==> config.mk <==
export PLATFORM = sky130hd
export DESIGN_NAME = variable_length_record_buffer_top_flat
export DESIGN_NICKNAME = d
export VERILOG_FILES = /design/src/rtl/vlrb_pkg.sv /design/src/rtl/vlrb_chan_if.sv /design/src/rtl/variable_length_record_buffer_top.sv /design/src/flat_wrapper.sv
export VERILOG_INCLUDE_DIRS = /design/src /design/src/rtl
export SDC_FILE = /design/constraint.sdc
export NUM_CORES = 1
export LEC_CHECK = 0
export BUFFER_PORTS_ARGS = -buffer_cell sky130_fd_sc_hd__buf_4
export CAP_MARGIN = 10
export CORE_MARGIN = 4
export CORE_UTILIZATION = 26
export DETAILED_ROUTE_END_ITERATION = 10
export SLEW_MARGIN = 20
export SYNTH_ARGS = -nofsm -noshare
export SYNTH_HDL_FRONTEND = slang
export SYNTH_SLANG_ARGS = --single-unit
==> constraint.sdc <==
create_clock -name clk_i -period 8.9 [get_ports clk_i]
set_input_delay 0.89 -clock clk_i [delete_from_list [all_inputs] [get_ports clk_i]]
set_output_delay 0.89 -clock clk_i [all_outputs]
set_load 0.01 [all_outputs]
==> src/rtl/variable_length_record_buffer_top_assert.svh <==
// ----------------------------------------------------------------------------
// Assertion macros for the variable-length record buffer
// Clocked assertion macros that report through $error; empty in synthesis.
// ----------------------------------------------------------------------------
`ifndef VARIABLE_LENGTH_RECORD_BUFFER_TOP_ASSERT_SVH
`define VARIABLE_LENGTH_RECORD_BUFFER_TOP_ASSERT_SVH

`ifndef SYNTHESIS
// Checked only while reset is released.
`define VLRB_ASSERT(lbl, prop, msg) \
  lbl: assert property (@(posedge clk_i) disable iff (!rst_ni) prop) else $error(msg);
// Checked at every edge, reset included.
`define VLRB_ASSERT_ALWAYS(lbl, prop, msg) \
  lbl: assert property (@(posedge clk_i) prop) else $error(msg);
`else
`define VLRB_ASSERT(lbl, prop, msg)
`define VLRB_ASSERT_ALWAYS(lbl, prop, msg)
`endif

`endif

==> src/rtl/vlrb_pkg.sv <==
// ----------------------------------------------------------------------------
// Variable-length record buffer package
// Command and status codes and the word types of the two channels.
// ----------------------------------------------------------------------------
package vlrb_pkg;

  localparam logic [1:0] CMD_PUT   = 2'd0;
  localparam logic [1:0] CMD_GET   = 2'd1;
  localparam logic [1:0] CMD_CLEAR = 2'd2;

  localparam logic [1:0] STS_OK       = 2'd0;
  localparam logic [1:0] STS_FULL     = 2'd1;
  localparam logic [1:0] STS_NO_SPACE = 2'd2;
  localparam logic [1:0] STS_EMPTY    = 2'd3;

  typedef struct packed {
    logic [1:0]  command;
    logic [31:0] record_id;
    logic [11:0] length;
  } cmd_t;

  typedef struct packed {
    logic [1:0]  status;
    logic [31:0] out_id;
    logic [11:0] offset;
    logic [11:0] out_length;
    logic        now_empty;
    logic        now_full;
  } rsp_t;

endpackage

==> src/rtl/vlrb_chan_if.sv <==
// ----------------------------------------------------------------------------
// Valid/ready channel
// Carries one word of type T from a source to a sink.
// ----------------------------------------------------------------------------
interface vlrb_chan_if #(
  parameter type T = logic
);
  logic valid;
  logic ready;
  T     data;

  modport source (output valid, output data, input ready);
  modport sink   (input valid, input data, output ready);
endinterface

==> src/rtl/variable_length_record_buffer_top.sv <==
// ----------------------------------------------------------------------------
// Variable-length record buffer
// FIFO of record descriptors over a byte arena with a head and a tail free
// region; one put, get or clear command in, one response word out.
// ----------------------------------------------------------------------------
//
//   Channel | Direction | Word
//   --------+-----------+-----------------------------------------------------
//   cmd_i   | in        | command, record_id, length
//   rsp_o   | out       | status, out_id, offset, out_length, now_empty,
//           |           | now_full
//
// A put, a clear and a get on an empty queue load the response when taken.
// A get of a queued record goes through the get state: the descriptor memory
// returns its entry in the cycle after the read, when the space is released.
// The response register lets a new command be taken in the same cycle as the
// previous response leaves; while the response is stalled no command is taken.
// Reset is asynchronous and active low; it restores the arena and empties the
// queue; the descriptor memory itself is not cleared.

`include "variable_length_record_buffer_top_assert.svh"

module variable_length_record_buffer_top
  import vlrb_pkg::*;
#(
  parameter int BUF_BYTES   = 4096,
  parameter int QUEUE_DEPTH = 16
) (
  input  logic        clk_i,
  input  logic        rst_ni,
  vlrb_chan_if.sink   cmd_i,
  vlrb_chan_if.source rsp_o
);

  // Arena pointers must hold the buffer size itself.
  localparam int AW = $clog2(BUF_BYTES + 1);
  // Width in which a size is compared with a 12-bit length.
  localparam int EW = (AW > 12) ? AW : 12;
  localparam int PW = $clog2(QUEUE_DEPTH);
  localparam int CW = $clog2(QUEUE_DEPTH + 1);

  localparam logic ST_IDLE = 1'b0;
  localparam logic ST_GET  = 1'b1;

  typedef struct packed {
    logic [31:0]   id;
    logic [AW-1:0] off;
    logic [11:0]   len;
  } entry_t;

  localparam logic [AW-1:0] BufSize = AW'(BUF_BYTES);

  // Arena and queue control state.
  logic [AW-1:0] head_start_q, head_start_d;
  logic [AW-1:0] head_size_q, head_size_d;
  logic [AW-1:0] tail_start_q, tail_start_d;
  logic [AW-1:0] tail_size_q, tail_size_d;
  logic [AW-1:0] last_end_q, last_end_d;
  logic [PW-1:0] rd_ptr_q, rd_ptr_d;
  logic [PW-1:0] wr_ptr_q, wr_ptr_d;
  logic [CW-1:0] cnt_q, cnt_d;
  logic          state_q, state_d;

  // Descriptor memory with a registered read port.
  entry_t        mem_q [QUEUE_DEPTH];
  entry_t        rd_entry_q;
  logic          mem_we;
  entry_t        mem_wdata;
  logic          mem_re;

  // Response register.
  logic          rsp_valid_q, rsp_valid_d;
  rsp_t          rsp_q, rsp_d;
  logic          rsp_load;

  logic          cmd_fire;
  logic          q_empty, q_full;
  logic [EW-1:0] len_ext;
  logic          use_tail, use_head;
  logic [AW-1:0] put_off;
  logic [EW-1:0] off_ext;

  // Release path signals.
  logic [AW-1:0] rel_hstart, rel_hsize, rel_tstart, rel_tsize;
  logic [AW:0]   rel_hend;
  logic [EW-1:0] rel_grow;
  logic [AW-1:0] rel_len;

  function automatic logic [PW-1:0] ptr_inc(input logic [PW-1:0] p);
    logic [PW-1:0] r;
    r = (p == PW'(QUEUE_DEPTH - 1)) ? '0 : p + PW'(1);
    return r;
  endfunction

  assign cmd_i.ready = (state_q == ST_IDLE) && (!rsp_valid_q || rsp_o.ready);
  assign cmd_fire    = cmd_i.valid && cmd_i.ready;
  assign rsp_o.valid = rsp_valid_q;
  assign rsp_o.data  = rsp_q;

  assign q_empty = (cnt_q == '0);
  assign q_full  = (cnt_q >= CW'(QUEUE_DEPTH));
  assign len_ext = EW'(cmd_i.data.length);

  // A put continues in the tail region only when it follows the last record.
  assign use_tail = (last_end_q == tail_start_q) && (EW'(tail_size_q) > len_ext);
  assign use_head = EW'(head_size_q) > len_ext;
  assign put_off  = use_tail ? tail_start_q : head_start_q;

  // Space release for the entry just read back: bytes below the head region
  // make the old head the tail; otherwise the head grows, and the regions
  // merge once the head reaches the tail.
  always_comb begin
    rel_len    = AW'(EW'(rd_entry_q.len));
    rel_hstart = head_start_q;
    rel_hsize  = head_size_q;
    rel_tstart = tail_start_q;
    rel_tsize  = tail_size_q;
    rel_grow   = EW'(head_size_q) + EW'(rd_entry_q.len);
    if (rd_entry_q.off < head_start_q) begin
      rel_tstart = head_start_q;
      rel_tsize  = head_size_q;
      rel_hstart = rd_entry_q.off;
      rel_hsize  = rel_len;
    end else begin
      rel_hsize = rel_grow[AW-1:0];
    end
    rel_hend = {1'b0, rel_hstart} + {1'b0, rel_hsize};
    if (rel_hend == {1'b0, rel_tstart}) begin
      rel_hsize  = rel_hsize + rel_tsize;
      rel_tstart = BufSize;
      rel_tsize  = '0;
    end
  end

  always_comb begin
    head_start_d = head_start_q;
    head_size_d  = head_size_q;
    tail_start_d = tail_start_q;
    tail_size_d  = tail_size_q;
    last_end_d   = last_end_q;
    rd_ptr_d     = rd_ptr_q;
    wr_ptr_d     = wr_ptr_q;
    cnt_d        = cnt_q;
    state_d      = state_q;
    mem_we       = 1'b0;
    mem_re       = 1'b0;
    mem_wdata    = '{id: cmd_i.data.record_id, off: put_off, len: cmd_i.data.length};
    rsp_load     = 1'b0;
    rsp_d        = '0;
    off_ext      = '0;

    unique case (state_q)
      ST_IDLE: begin
        if (cmd_fire) begin
          rsp_load     = 1'b1;
          rsp_d.status = STS_OK;
          unique case (cmd_i.data.command)
            CMD_PUT: begin
              if (q_full) begin
                rsp_d.status = STS_FULL;
              end else if (use_tail || use_head) begin
                if (use_tail) begin
                  tail_start_d = tail_start_q + AW'(len_ext);
                  tail_size_d  = tail_size_q - AW'(len_ext);
                end else begin
                  head_start_d = head_start_q + AW'(len_ext);
                  head_size_d  = head_size_q - AW'(len_ext);
                end
                mem_we           = 1'b1;
                wr_ptr_d         = ptr_inc(wr_ptr_q);
                cnt_d            = cnt_q + CW'(1);
                last_end_d       = put_off + AW'(len_ext);
                off_ext          = EW'(put_off);
                rsp_d.offset     = off_ext[11:0];
                rsp_d.out_length = cmd_i.data.length;
              end else begin
                rsp_d.status = STS_NO_SPACE;
              end
            end
            CMD_GET: begin
              if (q_empty) begin
                rsp_d.status = STS_EMPTY;
              end else begin
                // The entry comes back next cycle; respond from there.
                rsp_load = 1'b0;
                mem_re   = 1'b1;
                state_d  = ST_GET;
              end
            end
            CMD_CLEAR: begin
              if (q_empty) begin
                head_start_d = '0;
                head_size_d  = BufSize;
                tail_start_d = BufSize;
                tail_size_d  = '0;
                last_end_d   = '0;
              end
            end
            default: begin
            end
          endcase
        end
      end
      ST_GET: begin
        rsp_load         = 1'b1;
        rd_ptr_d         = ptr_inc(rd_ptr_q);
        cnt_d            = cnt_q - CW'(1);
        if (rd_entry_q.len != '0) begin
          head_start_d = rel_hstart;
          head_size_d  = rel_hsize;
          tail_start_d = rel_tstart;
          tail_size_d  = rel_tsize;
        end
        off_ext          = EW'(rd_entry_q.off);
        rsp_d.status     = STS_OK;
        rsp_d.out_id     = rd_entry_q.id;
        rsp_d.offset     = off_ext[11:0];
        rsp_d.out_length = rd_entry_q.len;
        state_d          = ST_IDLE;
      end
      default: begin
        state_d = ST_IDLE;
      end
    endcase

    rsp_d.now_empty = (cnt_d == '0);
    rsp_d.now_full  = (cnt_d >= CW'(QUEUE_DEPTH));
  end

  always_comb begin
    rsp_valid_d = rsp_valid_q;
    if (rsp_load) begin
      rsp_valid_d = 1'b1;
    end else if (rsp_o.ready) begin
      rsp_valid_d = 1'b0;
    end
  end

  always_ff @(posedge clk_i or negedge rst_ni) begin
    if (!rst_ni) begin
      head_start_q <= '0;
      head_size_q  <= BufSize;
      tail_start_q <= BufSize;
      tail_size_q  <= '0;
      last_end_q   <= '0;
      rd_ptr_q     <= '0;
      wr_ptr_q     <= '0;
      cnt_q        <= '0;
      state_q      <= ST_IDLE;
      rsp_valid_q  <= 1'b0;
    end else begin
      head_start_q <= head_start_d;
      head_size_q  <= head_size_d;
      tail_start_q <= tail_start_d;
      tail_size_q  <= tail_size_d;
      last_end_q   <= last_end_d;
      rd_ptr_q     <= rd_ptr_d;
      wr_ptr_q     <= wr_ptr_d;
      cnt_q        <= cnt_d;
      state_q      <= state_d;
      rsp_valid_q  <= rsp_valid_d;
    end
  end

  always_ff @(posedge clk_i) begin
    if (rsp_load) begin
      rsp_q <= rsp_d;
    end
  end

  // The memory is written and read in separate cycles: a get only reads an
  // entry that a put wrote in an earlier cycle.
  always_ff @(posedge clk_i) begin
    if (mem_we) begin
      mem_q[wr_ptr_q] <= mem_wdata;
    end
    if (mem_re) begin
      rd_entry_q <= mem_q[rd_ptr_q];
    end
  end

  `VLRB_ASSERT_ALWAYS(a_cnt_bound, cnt_q <= CW'(QUEUE_DEPTH), "queue count beyond depth")
  `VLRB_ASSERT(a_get_rsp_free, (state_q == ST_GET) |-> !rsp_valid_q,
               "response register busy while a get completes")
  `VLRB_ASSERT(a_get_done, (state_q == ST_GET) |=> (rsp_valid_q && state_q == ST_IDLE),
               "get did not produce a response")
  `VLRB_ASSERT(a_free_bound,
               ({1'b0, head_size_q} + {1'b0, tail_size_q}) <= {1'b0, BufSize},
               "free regions exceed the arena")
  `VLRB_ASSERT(a_get_read, (cmd_fire && cmd_i.data.command == CMD_GET && !q_empty) |=>
               (state_q == ST_GET), "get of a queued record did not read the memory")

endmodule

==> src/flat_wrapper.sv <==
// flat-port wrapper written by rule: the top's interface ports become plain ports
module variable_length_record_buffer_top_flat import vlrb_pkg::*;
#(
  parameter int BUF_BYTES   = 4096,
  parameter int QUEUE_DEPTH = 16
)
  (clk_i, rst_ni, cmd_i_valid, cmd_i_data, cmd_i_ready, rsp_o_valid, rsp_o_data, rsp_o_ready);
  vlrb_chan_if #(.T(cmd_t)) cmd_i_i ();
  vlrb_chan_if #(.T(rsp_t)) rsp_o_i ();
  input  logic clk_i;
  input  logic rst_ni;
  input wire logic [$bits(cmd_i_i.valid)-1:0] cmd_i_valid;
  input wire logic [$bits(cmd_i_i.data)-1:0] cmd_i_data;
  output wire logic [$bits(cmd_i_i.ready)-1:0] cmd_i_ready;
  output wire logic [$bits(rsp_o_i.valid)-1:0] rsp_o_valid;
  output wire logic [$bits(rsp_o_i.data)-1:0] rsp_o_data;
  input wire logic [$bits(rsp_o_i.ready)-1:0] rsp_o_ready;
  assign cmd_i_i.valid = cmd_i_valid;
  assign cmd_i_i.data = cmd_i_data;
  assign cmd_i_ready = cmd_i_i.ready;
  assign rsp_o_valid = rsp_o_i.valid;
  assign rsp_o_data = rsp_o_i.data;
  assign rsp_o_i.ready = rsp_o_ready;
  variable_length_record_buffer_top #(.BUF_BYTES(BUF_BYTES), .QUEUE_DEPTH(QUEUE_DEPTH)) u_core (.clk_i(clk_i), .rst_ni(rst_ni), .cmd_i(cmd_i_i), .rsp_o(rsp_o_i));
endmodule
# Yosys cells after proc, flatten, opt, wreduce, memory -nomap -nowiden
# Memories as Yosys holds them, arrays and structs flattened. A register that Yosys moved wholly into a read port is not among the register bits.
# Index checks and enable logic that the tools add are counted.
totals:
  out_inout_bits: 62
  register_bits: 140
  ramBits: 912
  mem_count: 1
  inputBits: 50
  word_cells: 146
classes:
  n_eq_ne: 17
  n_reduce_logical: 16
  mux: 77
  n_lt_le_gt_ge: 5
  bitwise_logic: 2
  n_addsub: 12
memory_table:
  columns: ["memory", "depth", "width", "read_ports", "rd_ports_with_merged_regs", "wr", "line", "source"]
  rows:
  - ["u_core.mem_q", 16, 57, 1, 1, 1, "variable_length_record_buffer_top.sv:65", "entry_t mem_q [QUEUE_DEPTH];"]
op_table:
  columns: ["operator", "count"]
  rows:
  - ["13-bit 2-to-1 mux", 32]
  - ["13-bit case mux with 2 select lines", 9]
  - ["24-bit 2-to-1 mux", 4]
  - ["13-bit by 12-bit adder with 13-bit output", 4]
  - ["24-bit case mux with 2 select lines", 1]
  - ["13-bit by 12-bit greater-than comparator with 1-bit output", 2]
  - ["13-bit by 12-bit subtractor with 13-bit output", 2]
  - ["5-bit 2-to-1 mux", 4]
  - ["1-bit 2-to-1 mux", 16]
  - ["13-bit by 13-bit adder with 14-bit output", 1]
  - ["14-bit by 13-bit equality test with 1-bit output", 1]
  - ["7-bit AND reduction", 2]
  - ["13-bit adder", 1]
  - ["13-bit equality test", 1]
  - ["13-bit less-than comparator", 1]
  - ["3-bit != test (second input constant)", 4]
  - ["12-bit nonzero test", 1]
  - ["5-bit greater-or-equal comparator (second input constant)", 2]
  - ["5-bit logical NOT", 2]
  - ["5-bit case mux with 2 select lines", 1]
  - ["4-bit by 1-bit adder with 4-bit output (second input constant)", 2]
  - ["4-bit equality test (second input constant)", 2]
  - ["2-bit 2-to-1 mux", 4]
  - ["4-bit 2-to-1 mux", 2]
  - ["17 further kinds", 28]

# Depth between registers and ports, before layout
# Gate-level depths: netlist of the first run.
logic_depth:
  depth_word: 10
  mapped_depth: 30
  ltp_nobuf: 24

# Worst setup path before layout of the first run
# OpenSTA, ideal clock, no wires.
synth_timing:
  kind: "flip-flop to flip-flop"
  start: "reg u_core.head_start_q[5]"
  end: "reg u_core.tail_size_q[9]"
  path_slack_ns: 2.411
  t_required_ns: 8.774
  t_arrival_ns: 6.363
  n_path_buf: 9
  stages_incl_launch_ff: 31
  setup_ns: 0.126
  synth_period_minus_slack_ns: 6.489
  path_cell_list: "dfrtp_1 clkbuf_1 inv_1 ha_1 nand3_1 or4_1 o31a_1 buf_2 nand2_2 buf_2 buf_2 buf_2 clkbuf_1 buf_1 nand2_1 nand2_1 ha_1 ha_1 maj3_1 o311ai_0 and4_1 or4_1 o31a_1 o311a_1 mux2i_1 a311oi_2 and3_1 buf_6 o31ai_4 buf_2 a221o_1"
synth_between:
  elab_chain_len: 7
  elab_cells_between_ends: 10
  classes_between: "add/sub (1); order compare (1); eq/ne (1); mux (7)"
synth_lines:
  columns: ["element", "line", "source"]
  rows:
  - ["from (decl)", "variable_length_record_buffer_top.sv:54", "logic [AW-1:0] head_start_q, head_start_d;"]
  - ["from (signal assigned)", "variable_length_record_buffer_top.sv:252", "head_start_q <= head_start_d;"]
  - ["13-bit less-than comparator", "variable_length_record_buffer_top.sv:119", "if (rd_entry_q.off < head_start_q) begin"]
  - ["13-bit 2-to-1 mux", "variable_length_record_buffer_top.sv:119", null]
  - ["13-bit by 13-bit adder with 14-bit output", "variable_length_record_buffer_top.sv:127", "rel_hend = {1'b0, rel_hstart} + {1'b0, rel_hsize};"]
  - ["14-bit by 13-bit equality test with 1-bit output", "variable_length_record_buffer_top.sv:128", "if (rel_hend == {1'b0, rel_tstart}) begin"]
  - ["13-bit 2-to-1 mux *", "variable_length_record_buffer_top.sv:128", null]
  - ["13-bit 2-to-1 mux *", "variable_length_record_buffer_top.sv:208", "if (rd_entry_q.len != '0) begin"]
  - ["13-bit case mux with 2 select lines *", "variable_length_record_buffer_top.sv:152", "unique case (state_q)"]
  - ["to (signal assigned)", "variable_length_record_buffer_top.sv:255", "tail_size_q <= tail_size_d;"]
  - ["to (decl)", "variable_length_record_buffer_top.sv:57", "logic [AW-1:0] tail_size_q, tail_size_d;"]
# Every way passes the cells marked *; elsewhere a longest branch is shown, timed or not. The select of a mux whose other input is x is not followed.
# A chain may end at the register's enable or synchronous reset.

# Final worst setup path of the first run
layout_timing:
  start: "reg u_core.head_start_q[10]"
  end: "reg u_core.tail_start_q[5]"
layout_between:
  elab_chain_len: 7
  elab_cells_between_ends: 9
  classes_between: "add/sub (1); order compare (1); eq/ne (1); mux (6)"
layout_lines:
  columns: ["element", "line", "source"]
  rows:
  - ["13-bit less-than comparator", "variable_length_record_buffer_top.sv:119", null]
  - ["13-bit 2-to-1 mux", "variable_length_record_buffer_top.sv:119", null]
  - ["13-bit by 13-bit adder with 14-bit output", "variable_length_record_buffer_top.sv:127", null]
  - ["14-bit by 13-bit equality test with 1-bit output", "variable_length_record_buffer_top.sv:128", null]
  - ["13-bit 2-to-1 mux *", "variable_length_record_buffer_top.sv:128", null]
  - ["13-bit 2-to-1 mux *", "variable_length_record_buffer_top.sv:208", null]
  - ["13-bit case mux with 2 select lines *", "variable_length_record_buffer_top.sv:152", null]
  - ["to (signal assigned)", "variable_length_record_buffer_top.sv:243", "tail_start_q <= BufSize;"]
  - ["to (signal assigned)", "variable_length_record_buffer_top.sv:254", "tail_start_q <= tail_start_d;"]
  - ["to (decl)", "variable_length_record_buffer_top.sv:56", "logic [AW-1:0] tail_start_q, tail_start_d;"]
# Marked as above.

==> impl_metrics.py, run 1 <==
metrics = {
    "clock_network": {
        "tritoncts.num_buffers": 110,
        "clk_root_buffer_cell": "sky130_fd_sc_hd__clkbuf_16",
        "clock_sink_count": 1109,
        "htree_levels": 3,
        "ctsLongestPathBuffers": 3,
        "post_cts_resize_count": 0,
        "clk_latency_ps": 740,
        "cts_hold_buf": 0,
        "postCtsSetupRepairBufs": 0,
        "clk_transition_reported_paths_ps": 70,
        "cts_tree": "yes",
    },
    "floorplanning": {
        "placementRows": 158,
        "starting_density_of_the_core": 0.261,
        "die-width_um": 439,
        "placeableCoreArea_mm2": 0.185,
        "boundary_pins": 112,
        "floorplan.die_area_mm2": 0.193,
        "die-height_um": 439,
    },
    "cells_and_area": {
        "final_common_cell": "sky130_fd_sc_hd__edfxtp_1",
        "fin_cells": 5493,
        "layout.cells.most_common_list": "sky130_fd_sc_hd__edfxtp_1 (1029), sky130_fd_sc_hd__mux4_2 (285), sky130_fd_sc_hd__buf_4 (165)",
        "antennaDiodeCount": 0,
        "postLayoutCoreUtil": 0.302,
        "area.growth.synth_to_final_pct": 15.7,
        "final_nets": 3082,
        "drive_gt1_frac": 0.228,
        "finish.instance_area_mm2": 0.0560,
    },
    "detailed_routing": {
        "first_iter_violations": 2881,
        "avgViaCountPerCell": 4.83,
        "routed-via-count": 26544,
        "detailedRoute.firstPassIterationCount": 5,
        "drtAntennaViolNets": 0,
        "drt-total-wl_mm": 127,
        "wl_per_cell_um": 23.2,
        "post_route_drc": 0,
    },
    "setup_path": {
        "path_delay_family": "compound AO/OA/AOI/OAI gates",
        "crit_required_ps": 9460,
        "critPathBufInv": 4,
        "endpoint_kind": "flip-flop",
        "critical_path_class": "reg2reg",
        "critical_path.most_common_cell": "sky130_fd_sc_hd__buf_4",
        "crit_arrival_ps": 7640,
        "timing.critical_path.from_type": "flip-flop",
        "critPathMaxStageDelay_ps": 730,
        "worstReg2RegEnd": "u_core.tail_start_q[5]",
        "r2r_cells": 20,
        "critical_path_cell_list": "inv_1 -> ha_1 -> nand3_1 -> or4_1 -> o31ai_2 -> buf_4 -> nor2_2 -> buf_4 -> o31ai_1 -> ha_1 -> nand2b_1 -> a2111oi_0 -> nor2_1 -> a311oi_1 -> mux2i_1 -> a311oi_2 -> and3_1 -> nor4_4 -> buf_4 -> a221o_2",
        "standard_cell_with_the_maximum_stage_delay_on_the_critical_path": "sky130_fd_sc_hd__o31ai_1",
        "crit_path_max_fanout": 19,
        "r2r_start": "u_core.head_start_q[10]",
        "ff2ff_setup_slack_ps": 1820,
    },
    "timing": {
        "worst_slew_margin_rel": 0.257,
        "setup_tns_ps": 0,
        "skew_ps": 74.3,
        "setup_violations": 0,
        "final-max-slew-violation-count": 0,
        "worst-slew-pin-transition_ps": 1110,
        "final_hold_viol_count": 0,
        "finalCriticalPeriod_ps": 7080,
        "post-route-period-util": 0.796,
        "achievable_frequency_mhz": 141,
        "rsz0062_at_grt": "no",
    },
    "yosys": {
        "syn_inst": 2781,
        "synth_sequential_area_ratio": 0.680,
        "number_of_synthesized_register_bits": 1109,
        "yosysTopAreaCellShare": 0.639,
        "syn_area_mm2": 0.0484,
        "synth.avg_cell_area_um2": 17.4,
        "asyncSetResetFlopFracSynth": 0.0721,
        "synth_fp_nets": 2942,
        "synthTopCellsByArea": "sky130_fd_sc_hd__edfxtp_1 (64%), sky130_fd_sc_hd__mux4_2 (13%), sky130_fd_sc_hd__dfrtp_1 (4.0%), sky130_fd_sc_hd__ha_1 (2.7%), sky130_fd_sc_hd__xnor2_1 (1.4%)",
        "yosysWarningCount": 0,
        "ys_dominant_reg_cell": "sky130_fd_sc_hd__edfxtp_1",
        "synthDominantAreaCellType": "sky130_fd_sc_hd__edfxtp_1",
        "yosys.cell_types.count": 99,
        "synth_enable_flop_cells": 1029,
    },
    "placement": {
        "dpl.cell_count": 5289,
        "routabilityCongestion": 0.881,
        "dpl_cell_area_mm2": 0.0523,
        "hpwl_mm": 74.2,
        "buffer_ports.inserted": 111,
    },
    "pwr": {
        "max-vdd-ir-drop_v": 0.000262,
        "power.density_cell_area_mw_per_mm2": 322,
        "leakagePower_nw": 18.3,
    },
    "grt": {
        "number_of_antenna_violations_at_the_first_check_in_global_routing": 2,
        "first_global_vias": 26831,
        "grtUsageTotal": 0.130,
        "overflow": 0,
        "pin_count_of_the_biggest_net_entering_global_routing": 147,
        "grt_first_pass_wirelength_mm": 187,
    },
    "run": {
        "timing.max_cap.violations": 0,
    },
    "hold_path": {
        "hp-class": "in2async",
    },
    "status": {
        "status": "finished, final reports clean",
    },
}
## where the power goes
part	switching [W]	internal, W	total, W
Sequential	0.000523	0.00620	0.00672
Clock	0.00204	0.00264	0.00468
Combinational	0.00362	0.00301	0.00664
## Yosys cell counts (14+ instances only)
library cell / number
sky130_fd_sc_hd__and2_1: 54
sky130_fd_sc_hd__mux4_2: 285
sky130_fd_sc_hd__inv_1: 75
sky130_fd_sc_hd__ha_1: 105
sky130_fd_sc_hd__edfxtp_1: 1029
sky130_fd_sc_hd__nor2b_1: 15
sky130_fd_sc_hd__o21bai_1: 15
sky130_fd_sc_hd__nand3_1: 33
sky130_fd_sc_hd__and3_1: 18
sky130_fd_sc_hd__a21o_1: 24
sky130_fd_sc_hd__a21oi_1: 105
sky130_fd_sc_hd__dfrtp_1: 78
sky130_fd_sc_hd__nor2_1: 95
sky130_fd_sc_hd__nor3_1: 35
sky130_fd_sc_hd__xnor2_1: 77
sky130_fd_sc_hd__nand2_1: 137
sky130_fd_sc_hd__buf_1: 30
sky130_fd_sc_hd__xor2_1: 42
sky130_fd_sc_hd__o21ai_0: 99
sky130_fd_sc_hd__clkbuf_1: 94
sky130_fd_sc_hd__o31ai_1: 14
## metal layers
metal / GRT usage / up-vias / share of wire
met3: 0.0224 / 157 / 0.059
li1: - / 11524 / -
met4: 0.0276 / 0 / 0.018
met1: 0.185 / 14045 / 0.45
met2: 0.208 / 818 / 0.47
met5: 0 / - / 0
## registers in the layout, indices dropped and copies added, names as in the netlist
register / count
u_core.mem_q: 912
u_core.rsp_o.data: 60
u_core.rd_entry_q: 57
u_core.head_size_q: 13
u_core.head_start_q: 13
u_core.last_end_q: 13
u_core.tail_size_q: 13
u_core.tail_start_q: 13
u_core.cnt_q: 5
u_core.rd_ptr_q: 4
u_core.wr_ptr_q: 4
u_core.rsp_o.valid: 1
u_core.state_q: 1
## final cells by class
cell class,count,area (um^2)
Multi-Input combinational cell,1456,14700
Clock buffer,141,2940
Fill cell,18097,129000
Tap cell,2480,3100
Inverter,77,289
Clock inverter,63,702
Sequential cell,1109,32900
Timing Repair Buffer,167,1280
## metrics by stage
step | hold slack, ps | power [W] | setup WS (ps)
after floorplan | 468 | 0.0116 | 2410
after global placement | 485 | 0.0134 | 2070
after detailed placement | 489 | 0.0135 | 1970
after CTS | 33.5 | 0.0182 | 1870
after global routing | 55.5 | 0.0190 | 1380
final | 95.6 | 0.0180 | 1820
## worst register-to-register path: cells and delay by family (launching register included)
family	cells	cell delay, ps
DFF	1	440
AOI/OAI and AO/OA	6	2790
adders and majority gates	2	850
buffers and inverters	4	900
and+or+nand+nor	7	1750
muxes	1	180
## cells by family after synthesis
family | Yosys count | synth area share
simple gates | 463 | 0.0478
mux | 300 | 0.136
buf+inv | 216 | 0.0175
compound gates | 451 | 0.0642
xor+xnor | 122 | 0.0230
flops | 1109 | 0.680
fa+ha+maj | 120 | 0.0316
## how the worst max path moves through the flow
stage,start,end,slack (ps),cells past startpoint
after floorplan,u_core.head_start_q[5],u_core.tail_size_q[9],2410,30
after detailed placement,u_core.head_start_q[4],u_core.tail_start_q[5],1970,21
after global placement,u_core.head_start_q[10],u_core.tail_start_q[5],2070,20
after CTS,u_core.head_start_q[10],u_core.tail_start_q[5],1870,20
final,u_core.head_start_q[10],u_core.tail_start_q[5],1820,20
after global routing,u_core.head_start_q[10],u_core.tail_start_q[4],1380,20
Note: power is estimated with default switching activity, not from simulation.
==> run 2: changes to the inputs <==
==> constraint.sdc (replaced) <==
create_clock -name clk_i -period 7.25 [get_ports clk_i]
set_input_delay 0.725 -clock clk_i [delete_from_list [all_inputs] [get_ports clk_i]]
set_output_delay 0.725 -clock clk_i [all_outputs]
set_load 0.01 [all_outputs]
==> run 2 against run 1 <==
  * Critical path depth fell by 1
  * Wire length is 1.4% higher
  * Setup slack lost 1200 ps
  * Sequential share of layout area fell by 0.42 points
  * Die area unchanged
  * Utilization up 0.22 points
  * Design area rose by 0.71%
  * First-iteration DRC count shrank 1.6%
  * Clock skew increased by 18 ps
  * Clock-buffer cell count is 3 lower
  * Fmax increased by 6.0%
  * Cell count increased by 0.71%
==> impl_metrics.py, run 2 (synthesis gave the netlist of run 1 again) <==
metrics = {
    "timing": {
        "final-max-slew-violation-count": 0,
        "post-route-period-util": 0.921,
        "hold_ws_ps": 289,
        "worst-slew-pin-transition_ps": 1080,
        "achievable_frequency_mhz": 150,
        "finalCriticalPeriod_ps": 6680,
        "setup_violations": 0,
        "rsz0062_at_grt": "no",
        "finalWorstSetupSlack_ps": 570,
        "worst_slew_margin_rel": 0.272,
        "skew_ps": 92.3,
        "setup_tns_ps": 0,
        "final_hold_viol_count": 0,
    },
    "grt": {
        "first_global_vias": 27223,
        "number_of_antenna_violations_at_the_first_check_in_global_routing": 9,
        "pin_count_of_the_biggest_net_entering_global_routing": 108,
        "grt_first_pass_wirelength_mm": 189,
        "overflow": 0,
        "grtUsageTotal": 0.131,
    },
    "placement": {
        "post_place_worst_slack_ps": 718,
        "routabilityCongestion": 0.893,
        "buffer_ports.inserted": 111,
        "dpl_cell_area_mm2": 0.0525,
        "hpwl_mm": 77.4,
    },
    "cells_and_area": {
        "max_flop_register": "u_core.mem_q",
        "fillerInstances": 17962,
        "postLayoutCoreUtil": 0.304,
        "final_common_cell": "sky130_fd_sc_hd__edfxtp_1",
        "finish.instance_area_mm2": 0.0564,
        "final_nets": 3116,
        "largest_register_ffs": 912,
        "drive_gt1_frac": 0.238,
        "area.growth.synth_to_final_pct": 16.5,
        "layout.cells.most_common_list": "sky130_fd_sc_hd__edfxtp_1 (1029), sky130_fd_sc_hd__mux4_2 (285), sky130_fd_sc_hd__buf_4 (194)",
    },
    "detailed_routing": {
        "detailedRoute.firstPassIterationCount": 5,
        "wl_per_cell_um": 23.3,
        "routed-via-count": 26960,
        "first_iter_violations": 2836,
        "drtAntennaViolNets": 0,
        "post_route_drc": 0,
        "avgViaCountPerCell": 4.87,
        "drt-total-wl_mm": 129,
    },
    "setup_path": {
        "path_delay_family": "compound AO/OA/AOI/OAI gates",
        "critical_path_class": "reg2reg",
        "crit_arrival_ps": 7240,
        "endpoint_kind": "flip-flop",
        "crit_required_ps": 7810,
        "standard_cell_with_the_maximum_stage_delay_on_the_critical_path": "sky130_fd_sc_hd__nor2_2",
        "crit_path_max_fanout": 16,
        "critical_path.most_common_cell": "sky130_fd_sc_hd__a21oi_1",
        "critPathBufInv": 2,
        "critPathMaxStageDelay_ps": 640,
        "critical_path_cell_list": "inv_1 -> ha_1 -> or3_1 -> a211oi_2 -> o31ai_2 -> nor2_2 -> o21ai_0 -> ha_1 -> a21oi_1 -> o211ai_1 -> a21oi_1 -> a21oi_1 -> a2111oi_0 -> a31oi_1 -> nor3_1 -> and3_1 -> nor4_4 -> buf_6 -> a221o_2",
        "timing.critical_path.from_type": "flip-flop",
    },
    "pwr": {
        "leakagePower_nw": 18.5,
        "power.density_cell_area_mw_per_mm2": 398,
        "max-vdd-ir-drop_v": 0.000319,
    },
    "floorplanning": {
        "starting_density_of_the_core": 0.261,
        "placeableCoreArea_mm2": 0.185,
        "die-height_um": 439,
        "boundary_pins": 112,
        "floorplan.die_area_mm2": 0.193,
        "placementRows": 158,
        "die-width_um": 439,
    },
    "clock_network": {
        "clk_transition_reported_paths_ps": 60,
        "clk_latency_ps": 740,
        "htree_levels": 3,
        "clock_sink_count": 1109,
        "tritoncts.num_buffers": 113,
        "cts_tree": "yes",
        "post_cts_resize_count": 0,
        "ctsLongestPathBuffers": 3,
        "clk_root_buffer_cell": "sky130_fd_sc_hd__clkbuf_16",
    },
    "hold_path": {
        "hp-class": "in2reg",
    },
    "status": {
        "status": "finished, final reports clean",
    },
    "run": {
        "timing.max_cap.violations": 0,
    },
}
## run 2: path summary, 6_finish.rpt
kind                                              from                      to  slack (ps)  cells after the start
worst max-delay path            u_core.head_start_q[4]  u_core.tail_start_q[7]         570                     19
worst min-delay path                    cmd_i_data[14]     u_core.mem_q[3][27]         290                      1
worst max register to register  u_core.head_start_q[4]  u_core.tail_start_q[7]         570                     19
worst min register to register    u_core.last_end_q[9]    u_core.last_end_q[9]         500                      2
max in group asynchronous                       rst_ni      u_core.rd_ptr_q[1]        5440                      3
min in group asynchronous                       rst_ni  u_core.head_size_q[10]         540                      2
## run 2: area by class of cell
type | instances | area (um^2) | area share
Antenna cell | 2 | 5.00 | 0.0000888
Clock buffer | 138 | 2920 | 0.0518
Clock inverter | 72 | 877 | 0.0156
Inverter | 77 | 289 | 0.00513
Multi-Input combinational cell | 1456 | 14700 | 0.261
Sequential cell | 1109 | 32900 | 0.584
Tap cell | 2480 | 3100 | 0.0551
Timing Repair Buffer | 198 | 1520 | 0.0269
## run 2: layer usage
metal  part of all wire  track usage  vias up  wire length [um]
met5            0.00012            0        -                16
met4              0.020       0.0316        2              2640
met3              0.063       0.0223      177              8080
met2               0.48        0.214      942             61800
met1               0.44        0.183    14239             56500
li1                   -            -    11600                 -
## run 2: power breakdown
part	switching [W]	internal (W)	leakage, nW	total [W]
sequential	0.000629	0.00761	10.3	0.00824
combinational	0.00448	0.00372	6.40	0.00821
clock	0.00254	0.00343	1.82	0.00597
total	0.00765	0.0148	18.5	0.0224
## run 2: through the flow
step,std cells,power (W)
final,5532,0.0224
after floorplan,2781,0.0142
after CTS,5530,0.0226
after global routing,5530,0.0236
after detailed placement,5319,0.0165
after global placement,5318,0.0165
## run 2: worst register-to-register path, delay by kind of cell (launching register included)
kind	cells	cell delay, ps
AOI/OAI and AO/OA	10	2710
buffers and inverters	2	400
DFF	1	520
adders and majority gates	2	700
and+or+nand+nor	5	2240
## run 2: timing repair
| action | 4_1_cts | 5_1_grt |
|---|---|---|
| endpoints found under the hold margin | 31 | 0 |
| buffers inserted | 0 | 0 |
| hold buffers | 1 | 0 |
| setup endpoints to repair | 0 | 0 |
